File: config.mk
export PLATFORM = sky130hd
export DESIGN_NAME = onewire_rom_search_engine_flat
export DESIGN_NICKNAME = d
export VERILOG_FILES = /design/src/owrs_pkg.sv /design/src/owrs_if.sv /design/src/owrs_step.sv /design/src/onewire_rom_search_engine.sv /design/src/flat_wrapper.sv
export SDC_FILE = /design/constraint.sdc
export NUM_CORES = 1
export LEC_CHECK = 0
export BUFFER_PORTS_ARGS = -buffer_cell sky130_fd_sc_hd__buf_2
export CAP_MARGIN = 20
export CORE_MARGIN = 2
export CORE_UTILIZATION = 25
export DETAILED_ROUTE_END_ITERATION = 16
export GPL_ROUTABILITY_DRIVEN = 0
export PLACE_DENSITY = 0.47
export SYNTH_ARGS = -nofsm -noshare
export SYNTH_HDL_FRONTEND = slang
export SYNTH_SLANG_ARGS = --single-unit
File: constraint.sdc
create_clock -name clk -period 4.75 [get_ports clk]
set_input_delay 0.95 -clock clk [delete_from_list [all_inputs] [get_ports clk]]
set_output_delay 0.95 -clock clk [all_outputs]
set_load 0.05 [all_outputs]
File: src/owrs_pkg.sv
`timescale 1ns / 1ps
// ----------------------------------------------------------------------------
// owrs_pkg
// Shared types and constants for the 1-Wire ROM search engine.
// ----------------------------------------------------------------------------
package owrs_pkg;

  localparam int ROM_BITS_DEF = 64;   // default ROM length in bits
  localparam int ADDR_W       = 64;   // width of the reported ROM number
  localparam int POS_W        = 7;    // bit positions 0..64
  localparam int FAM_W        = 4;    // family discrepancy 0..8
  localparam int FAMILY_LIMIT = 9;    // positions below this lie in byte 0

  localparam logic OP_RESTART  = 1'b0;
  localparam logic OP_BIT_PAIR = 1'b1;

  typedef enum logic [2:0] {
    ST_TAKEN         = 3'd0,
    ST_FOUND         = 3'd1,
    ST_NO_RESPONSE   = 3'd2,
    ST_DONE          = 3'd3,
    ST_RESTARTED     = 3'd4,
    ST_FOUND_ZERO_FAM = 3'd5
  } owrs_status_t;

  // Enumeration bookkeeping carried between search triplets
  typedef struct packed {
    logic [POS_W-1:0] last_disc;
    logic [FAM_W-1:0] last_fam_disc;
    logic             last_dev;
    logic [POS_W-1:0] bit_pos;
    logic [POS_W-1:0] zero_pick;
  } owrs_ctr_t;

  // Per-item result apart from the ROM number
  typedef struct packed {
    logic             write_dir;
    owrs_status_t     status;
    logic             last_device;
    logic [FAM_W-1:0] family_discrepancy;
  } owrs_res_t;

endpackage

File: src/owrs_if.sv
`timescale 1ns / 1ps
// ----------------------------------------------------------------------------
// owrs_in_if / owrs_out_if
// Valid/ready channels for search items and search results.
// ----------------------------------------------------------------------------
interface owrs_in_if;
  logic       valid;
  logic       ready;
  logic       op;
  logic [7:0] fam_byte;
  logic       targeted;
  logic       id_bit;
  logic       cmp_bit;

  modport source (output valid, op, fam_byte, targeted, id_bit, cmp_bit,
                  input ready);
  modport sink   (input valid, op, fam_byte, targeted, id_bit, cmp_bit,
                  output ready);
endinterface

interface owrs_out_if;
  logic        valid;
  logic        ready;
  logic        write_dir;
  logic [2:0]  status;
  logic [63:0] rom_address;
  logic        last_device;
  logic [3:0]  family_discrepancy;

  modport source (output valid, write_dir, status, rom_address, last_device,
                  family_discrepancy, input ready);
  modport sink   (input valid, write_dir, status, rom_address, last_device,
                  family_discrepancy, output ready);
endinterface

File: src/owrs_step.sv
`timescale 1ns / 1ps
// ----------------------------------------------------------------------------
// owrs_step
// Combinational search step: decide one triplet or a restart, next state.
// ----------------------------------------------------------------------------
module owrs_step import owrs_pkg::*; #(
  parameter int ROM_BITS = ROM_BITS_DEF
) (
  input  logic                op,
  input  logic [7:0]          fam_byte,
  input  logic                targeted,
  input  logic                id_bit,
  input  logic                cmp_bit,
  input  owrs_ctr_t           ctr_cur,
  input  logic [ROM_BITS-1:0] rom_cur,
  output owrs_ctr_t           ctr_nxt,
  output logic [ROM_BITS-1:0] rom_nxt,
  output owrs_res_t           res
);

  localparam int IDX_W = (ROM_BITS > 1) ? $clog2(ROM_BITS) : 1;
  localparam logic [POS_W-1:0] LAST_POS = POS_W'(ROM_BITS);
  localparam logic [POS_W-1:0] FAM_LIM  = POS_W'(FAMILY_LIMIT);
  localparam logic [POS_W-1:0] POS_ONE  = POS_W'(1);

  logic [POS_W-1:0] pos;
  logic [POS_W-1:0] pos_m1;
  logic [IDX_W-1:0] idx;
  logic             dir;

  // Clamp a stray position back to the first bit
  always_comb begin
    pos = ctr_cur.bit_pos;
    if ((pos < POS_ONE) || (pos > LAST_POS)) begin
      pos = POS_ONE;
    end
    pos_m1 = pos - POS_ONE;
    idx    = pos_m1[IDX_W-1:0];
  end

  always_comb begin
    ctr_nxt = ctr_cur;
    rom_nxt = rom_cur;
    dir     = 1'b0;
    res.status = ST_TAKEN;

    if (op == OP_RESTART) begin
      ctr_nxt.last_disc     = '0;
      ctr_nxt.last_fam_disc = '0;
      ctr_nxt.last_dev      = 1'b0;
      if (targeted) begin
        rom_nxt           = ROM_BITS'(fam_byte);
        ctr_nxt.last_disc = LAST_POS;
      end else begin
        rom_nxt = '0;
      end
      ctr_nxt.bit_pos   = POS_ONE;
      ctr_nxt.zero_pick = '0;
      res.status        = ST_RESTARTED;
    end else if (ctr_cur.last_dev || (id_bit && cmp_bit)) begin
      // Drop the enumeration and start a new pass
      ctr_nxt.last_disc     = '0;
      ctr_nxt.last_fam_disc = '0;
      ctr_nxt.last_dev      = 1'b0;
      ctr_nxt.bit_pos       = POS_ONE;
      ctr_nxt.zero_pick     = '0;
      res.status            = ctr_cur.last_dev ? ST_DONE : ST_NO_RESPONSE;
    end else begin
      if (id_bit != cmp_bit) begin
        dir = id_bit;
      end else begin
        if (pos < ctr_cur.last_disc) begin
          dir = rom_cur[idx];
        end else begin
          dir = (pos == ctr_cur.last_disc);
        end
        if (!dir) begin
          ctr_nxt.zero_pick = pos;
          if (pos < FAM_LIM) begin
            ctr_nxt.last_fam_disc = pos[FAM_W-1:0];
          end
        end
      end
      rom_nxt[idx] = dir;

      if (pos < LAST_POS) begin
        ctr_nxt.bit_pos = pos + POS_ONE;
        res.status      = ST_TAKEN;
      end else begin
        ctr_nxt.last_disc = ctr_nxt.zero_pick;
        ctr_nxt.last_dev  = (ctr_nxt.zero_pick == '0);
        ctr_nxt.bit_pos   = POS_ONE;
        ctr_nxt.zero_pick = '0;
        if (rom_nxt[7:0] == 8'd0) begin
          ctr_nxt.last_disc     = '0;
          ctr_nxt.last_fam_disc = '0;
          ctr_nxt.last_dev      = 1'b0;
          res.status            = ST_FOUND_ZERO_FAM;
        end else begin
          res.status = ST_FOUND;
        end
      end
    end

    res.write_dir          = dir;
    res.last_device        = ctr_nxt.last_dev;
    res.family_discrepancy = ctr_nxt.last_fam_disc;
  end

endmodule

File: src/onewire_rom_search_engine.sv
`timescale 1ns / 1ps
// ----------------------------------------------------------------------------
// onewire_rom_search_engine
// Bit-level 1-Wire ROM search: one search triplet or restart per transaction.
// ----------------------------------------------------------------------------
//
//  channel  | dir | carries
//  ---------+-----+-------------------------------------------------------
//  in_ch    | in  | op, fam_byte, targeted, id_bit, cmp_bit
//  out_ch   | out | write_dir, status, rom_address, last_device,
//           |     | family_discrepancy
//
//  Throughput is one transaction per clock while out_ch is not stalled; the
//  result passes the input register, then the result register, before it
//  is valid on out_ch.
//  The search step is a single combinational pass between the two registers.
//  Synchronous active-low reset clears the search state (ROM number zero,
//  next bit position one) and both valid flags.
//  A stalled result holds the result register; the input register then
//  holds one more transaction and in_ch.ready drops only when both are full.
// ----------------------------------------------------------------------------
module onewire_rom_search_engine import owrs_pkg::*; #(
  parameter int ROM_BITS = ROM_BITS_DEF
) (
  input  logic        clk,
  input  logic        rst_n,
  owrs_in_if.sink     in_ch,
  owrs_out_if.source  out_ch
);

  // Input register
  logic       in_valid_r;
  logic       op_r;
  logic [7:0] fam_byte_r;
  logic       targeted_r;
  logic       id_bit_r;
  logic       cmp_bit_r;

  // Search state
  owrs_ctr_t           ctr_r;
  owrs_ctr_t           ctr_nxt;
  logic [ROM_BITS-1:0] rom_r;
  logic [ROM_BITS-1:0] rom_nxt;
  owrs_res_t           res;

  // Result register
  logic              out_valid_r;
  logic              write_dir_r;
  logic [2:0]        status_r;
  logic [ADDR_W-1:0] rom_address_r;
  logic              last_device_r;
  logic [FAM_W-1:0]  family_disc_r;

  logic advance;
  logic in_take;

  // Move the held item into the result register when it has room
  assign advance     = in_valid_r && (!out_valid_r || out_ch.ready);
  assign in_ch.ready = !in_valid_r || advance;
  assign in_take     = in_ch.valid && in_ch.ready;

  owrs_step #(
    .ROM_BITS (ROM_BITS)
  ) u_step (
    .op          (op_r),
    .fam_byte    (fam_byte_r),
    .targeted    (targeted_r),
    .id_bit      (id_bit_r),
    .cmp_bit     (cmp_bit_r),
    .ctr_cur     (ctr_r),
    .rom_cur     (rom_r),
    .ctr_nxt     (ctr_nxt),
    .rom_nxt     (rom_nxt),
    .res         (res)
  );

  always_ff @(posedge clk) begin
    if (!rst_n) begin
      in_valid_r <= 1'b0;
    end else if (in_take) begin
      in_valid_r <= 1'b1;
    end else if (advance) begin
      in_valid_r <= 1'b0;
    end
  end

  always_ff @(posedge clk) begin
    if (in_take) begin
      op_r       <= in_ch.op;
      fam_byte_r <= in_ch.fam_byte;
      targeted_r <= in_ch.targeted;
      id_bit_r   <= in_ch.id_bit;
      cmp_bit_r  <= in_ch.cmp_bit;
    end
  end

  // Commit the search state only when the item moves on
  always_ff @(posedge clk) begin
    if (!rst_n) begin
      ctr_r.last_disc     <= '0;
      ctr_r.last_fam_disc <= '0;
      ctr_r.last_dev      <= 1'b0;
      ctr_r.bit_pos       <= POS_W'(1);
      ctr_r.zero_pick     <= '0;
      rom_r               <= '0;
    end else if (advance) begin
      ctr_r <= ctr_nxt;
      rom_r <= rom_nxt;
    end
  end

  always_ff @(posedge clk) begin
    if (!rst_n) begin
      out_valid_r <= 1'b0;
    end else if (advance) begin
      out_valid_r <= 1'b1;
    end else if (out_ch.ready) begin
      out_valid_r <= 1'b0;
    end
  end

  always_ff @(posedge clk) begin
    if (advance) begin
      write_dir_r   <= res.write_dir;
      status_r      <= res.status;
      rom_address_r <= ADDR_W'(rom_nxt);
      last_device_r <= res.last_device;
      family_disc_r <= res.family_discrepancy;
    end
  end

  assign out_ch.valid              = out_valid_r;
  assign out_ch.write_dir          = write_dir_r;
  assign out_ch.status             = status_r;
  assign out_ch.rom_address        = rom_address_r;
  assign out_ch.last_device        = last_device_r;
  assign out_ch.family_discrepancy = family_disc_r;

endmodule

File: src/flat_wrapper.sv
// flat-port wrapper written by rule: the top's interface ports become plain ports
module onewire_rom_search_engine_flat import owrs_pkg::*;
#(
  parameter int ROM_BITS = ROM_BITS_DEF
)
  (clk, rst_n, in_ch_valid, in_ch_op, in_ch_fam_byte, in_ch_targeted, in_ch_id_bit, in_ch_cmp_bit, in_ch_ready, out_ch_valid, out_ch_write_dir, out_ch_status, out_ch_rom_address, out_ch_last_device, out_ch_family_discrepancy, out_ch_ready);
  owrs_in_if in_ch_i ();
  owrs_out_if out_ch_i ();
  input  logic clk;
  input  logic rst_n;
  input wire logic [$bits(in_ch_i.valid)-1:0] in_ch_valid;
  input wire logic [$bits(in_ch_i.op)-1:0] in_ch_op;
  input wire logic [$bits(in_ch_i.fam_byte)-1:0] in_ch_fam_byte;
  input wire logic [$bits(in_ch_i.targeted)-1:0] in_ch_targeted;
  input wire logic [$bits(in_ch_i.id_bit)-1:0] in_ch_id_bit;
  input wire logic [$bits(in_ch_i.cmp_bit)-1:0] in_ch_cmp_bit;
  output wire logic [$bits(in_ch_i.ready)-1:0] in_ch_ready;
  output wire logic [$bits(out_ch_i.valid)-1:0] out_ch_valid;
  output wire logic [$bits(out_ch_i.write_dir)-1:0] out_ch_write_dir;
  output wire logic [$bits(out_ch_i.status)-1:0] out_ch_status;
  output wire logic [$bits(out_ch_i.rom_address)-1:0] out_ch_rom_address;
  output wire logic [$bits(out_ch_i.last_device)-1:0] out_ch_last_device;
  output wire logic [$bits(out_ch_i.family_discrepancy)-1:0] out_ch_family_discrepancy;
  input wire logic [$bits(out_ch_i.ready)-1:0] out_ch_ready;
  assign in_ch_i.valid = in_ch_valid;
  assign in_ch_i.op = in_ch_op;
  assign in_ch_i.fam_byte = in_ch_fam_byte;
  assign in_ch_i.targeted = in_ch_targeted;
  assign in_ch_i.id_bit = in_ch_id_bit;
  assign in_ch_i.cmp_bit = in_ch_cmp_bit;
  assign in_ch_ready = in_ch_i.ready;
  assign out_ch_valid = out_ch_i.valid;
  assign out_ch_write_dir = out_ch_i.write_dir;
  assign out_ch_status = out_ch_i.status;
  assign out_ch_rom_address = out_ch_i.rom_address;
  assign out_ch_last_device = out_ch_i.last_device;
  assign out_ch_family_discrepancy = out_ch_i.family_discrepancy;
  assign out_ch_i.ready = out_ch_ready;
  onewire_rom_search_engine #(.ROM_BITS(ROM_BITS)) u_core (.clk(clk), .rst_n(rst_n), .in_ch(in_ch_i), .out_ch(out_ch_i));
endmodule
==> flow_metrics.tcl <==
set metrics [dict create \
    synthTopCellsByArea "edfxtp_1, dfxtp_1, nand2_1" \
    hold_path_end "u_core.ctr_r[22]" \
    r2r_end "u_core.out_ch.rom_address[5]" \
    synth.most_common_cell "nand2_1" \
    cp-start-kind "flip-flop" \
    yosys_register_bits 177 \
    viasPerCell 5.27 \
    initial_core_util 0.254 \
    cts.repair.resized 0 \
    post-route-drc-count 0 \
    hold_path_startpoint "u_core.ctr_r[22]" \
    die_area_um2 38700 \
    grt_pass1_wl_um 49800 \
    swShare 0.292 \
    vdd.ir_drop.worst_mv 0.261 \
    rr_worst_depth 17 \
    fin_crit_ns 4.51 \
    hpwl_um 22300 \
    worstSetupPathType "reg2reg" \
    setup_viol 0 \
    grt_pass1_vias 8091 \
    clockRootBuffer "clkbuf_16" \
    cts_tree "built" \
    antenna_left 0 \
    r2r_slack_ns 0.24 \
    ios 91 \
    pwr-share-seq 0.450 \
    place_inst 1583 \
    min_period_over_period 0.950 \
    fmax_ghz 0.222 \
    antenna_found_initial 0 \
    synth_ff_type "dfxtp_1" \
    finalSetupTns_ns 0 \
    syn-cell-area_um2 9290 \
    syn2layout_area_growth_pct 18.7 \
    yosysWarnings 0 \
    num_vias 8517 \
    drive_gt1_frac 0.189 \
    p_leak_nw 3.76 \
    hold_depth 2 \
    drt_iter0_markers 748 \
    worst_pin_slew_ns 0.972 \
    track_usage 0.168 \
    synth_top_area_frac 0.275 \
    synth.distinct_cells 79 \
    status "completed" \
    synth_commonest_cells "nand2_1, o21ai_0, dfxtp_1, a21oi_1, edfxtp_1" \
    reg2reg_from "u_core.ctr_r[12]" \
    clockPowerShare 0.409 \
    gr-total-overflow 0 \
    io_buffers 90 \
    core_area_um2 36600 \
    synth_edf_count 85 \
    hold_class "reg2reg" \
    maxCapViolCount 0 \
    p_int_w 0.00260 \
    cp_max_fo 40 \
    numClockSinks 177 \
    synth_top_area_cell "edfxtp_1" \
    wire_per_inst_um 20.0 \
    synth.avg_cell_area_um2 8.86 \
    rsz0062_at_grt "no" \
    cts_buffers 17 \
    cts_setup_buffers 0 \
    wirelength_um 32300 \
    diodes 0 \
    fin_nets 1160 \
    combPwrFrac 0.140 \
    async_flop_share 0 \
    drv_slew 0 \
    slew_headroom 0.352 \
    clkSlewWorstSetupHoldPaths_ns 0.07 \
    p_sw_w 0.00107 \
    cts_max_level 4 \
    syn_inst 1049 \
    whs_ns 0.452 \
    placementRows 70 \
    drt_pass1_iterations 5 \
    chipWidth_um 197 \
    hold_violations 0 \
    grt_max_degree 92 \
    cp-end-kind "flip-flop" \
    seq_area_frac_synth 0.473 \
    fin_skew_ns 0.0168 \
    ctsHoldBuffers 0 \
    arrival_ns 4.73 \
    worst_ep_required_time_ns 4.97 \
    clk_latency_ns 0.45 \
    clk_path_buf_depth 2 \
    pwr_density_cell_nw_per_um2 333 \
    instances_no_fill 1615 \
    dieHeight_um 197 \
    synth_fp_nets 1075 \
    fill_cells 3895 \
]
critical path: stages (launching register included):
cell	delay, ns
dfxtp_1	0.46
nor2_1	0.07
buf_4	0.19
nand3_4	0.10
clkinv_2	0.06
nor2_2	0.17
inv_2	0.05
ha_1	0.30
buf_4	0.24
or4_1	0.41
o22ai_1	0.27
nor2_2	0.15
o311ai_0	0.58
o211a_1	0.28
o41a_1	0.21
nand3_2	0.12
buf_12	0.21
o21ai_0	0.36
power by group through the flow:
stage	clock (W)	combinational, W	sequential (W)
final	0.00150	0.000514	0.00165
after global routing	0.00161	0.000548	0.00166
after CTS	0.00154	0.000514	0.00165
after detailed placement	0	0.000512	0.00169
after global placement	0	0.000513	0.00169
after floorplan	0	0.000241	0.00179
metal layers:
metal | track usage | share of wire
met1 | 0.234 | 0.46
met2 | 0.262 | 0.46
met3 | 0.0325 | 0.054
met5 | 0 | 0
met4 | 0.0529 | 0.026
worst max-delay path by stage:
| stage | start | endpoint | slack (ns) | depth (start not counted) |
|---|---|---|---|---|
| floorplan | u_core.ctr_r[8] | u_core.out_ch.family_discrepancy[3] | 0.17 | 17 |
| global placement | u_core.ctr_r[7] | u_core.rom_r[26] | 0.38 | 16 |
| detailed placement | u_core.ctr_r[12] | u_core.rom_r[18] | 0.30 | 16 |
| CTS | u_core.ctr_r[12] | u_core.out_ch.rom_address[5] | 0.28 | 17 |
| global route | u_core.ctr_r[12] | u_core.out_ch.rom_address[5] | 0.06 | 17 |
| finish | u_core.ctr_r[12] | u_core.out_ch.rom_address[5] | 0.24 | 17 |
layout by cell type (no fill, tap or decap), types with 5 or more instances in the layout:
master     count
ha_1          10
nand2_1      171
clkbuf_16     17
and3_1         9
o31ai_1       11
nor4_1         5
o32ai_1       39
mux2i_1       21
a31oi_1       12
nand2b_1       8
buf_2         90
o21ai_0      121
edfxtp_1      85
nor3_1        15
nand3_1       71
a21oi_1       85
clkinv_2       6
a22o_1         7
o22ai_1       15
o21a_1         7
nor2_1        53
nand4_1        8
inv_1         22
nor2b_1        8
dfxtp_1       92
buf_4         55
state kept, by name, summed over array words and instances, names as in the netlist:
signal and count:
u_core.out_ch.status 3, u_core.rom_r 64, u_core.ctr_r 26, u_core.id_bit_r 1, u_core.out_ch.rom_address 64, u_core.out_ch.valid 1, u_core.in_valid_r 1, u_core.targeted_r 1
u_core.op_r 1, u_core.out_ch.write_dir 1, u_core.out_ch.last_device 1, u_core.cmp_bit_r 1, u_core.out_ch.family_discrepancy 4, u_core.fam_byte_r 8
final cells by class:
cell class                      count  area (um2)  area share
Timing Repair Buffer              148         915      0.0829
Clock buffer                       17         425      0.0386
Tap cell                          468         586      0.0531
Multi-Input combinational cell    763        4420       0.401
Inverter                           27         104     0.00942
Clock inverter                     15         180      0.0163
Sequential cell                   177        4390       0.398
cell families (layout without fill, tap and decap cells):
| family | Yosys count | after routing | synth area share |
|---|---|---|---|
| fa+ha+maj | 10 | 10 | 0.0135 |
| simple gates | 376 | 376 | 0.189 |
| buf+inv | 109 | 207 | 0.0520 |
| compound gates | 347 | 347 | 0.238 |
| xor+xnor | 4 | 4 | 0.00458 |
| mux | 26 | 26 | 0.0299 |
| flops | 177 | 177 | 0.473 |
per-stage QoR:
step	instance area, um2	util	power, W	setup WS [ns]
global placement	10400	0.284	0.00220	0.382
finish	11000	0.301	0.00367	0.237
global route	11000	0.301	0.00381	0.0561
detailed placement	10400	0.284	0.00220	0.296
CTS	11000	0.301	0.00371	0.275
floorplan	9290	-	0.00203	0.170
(Power assumes the default switching activity.)
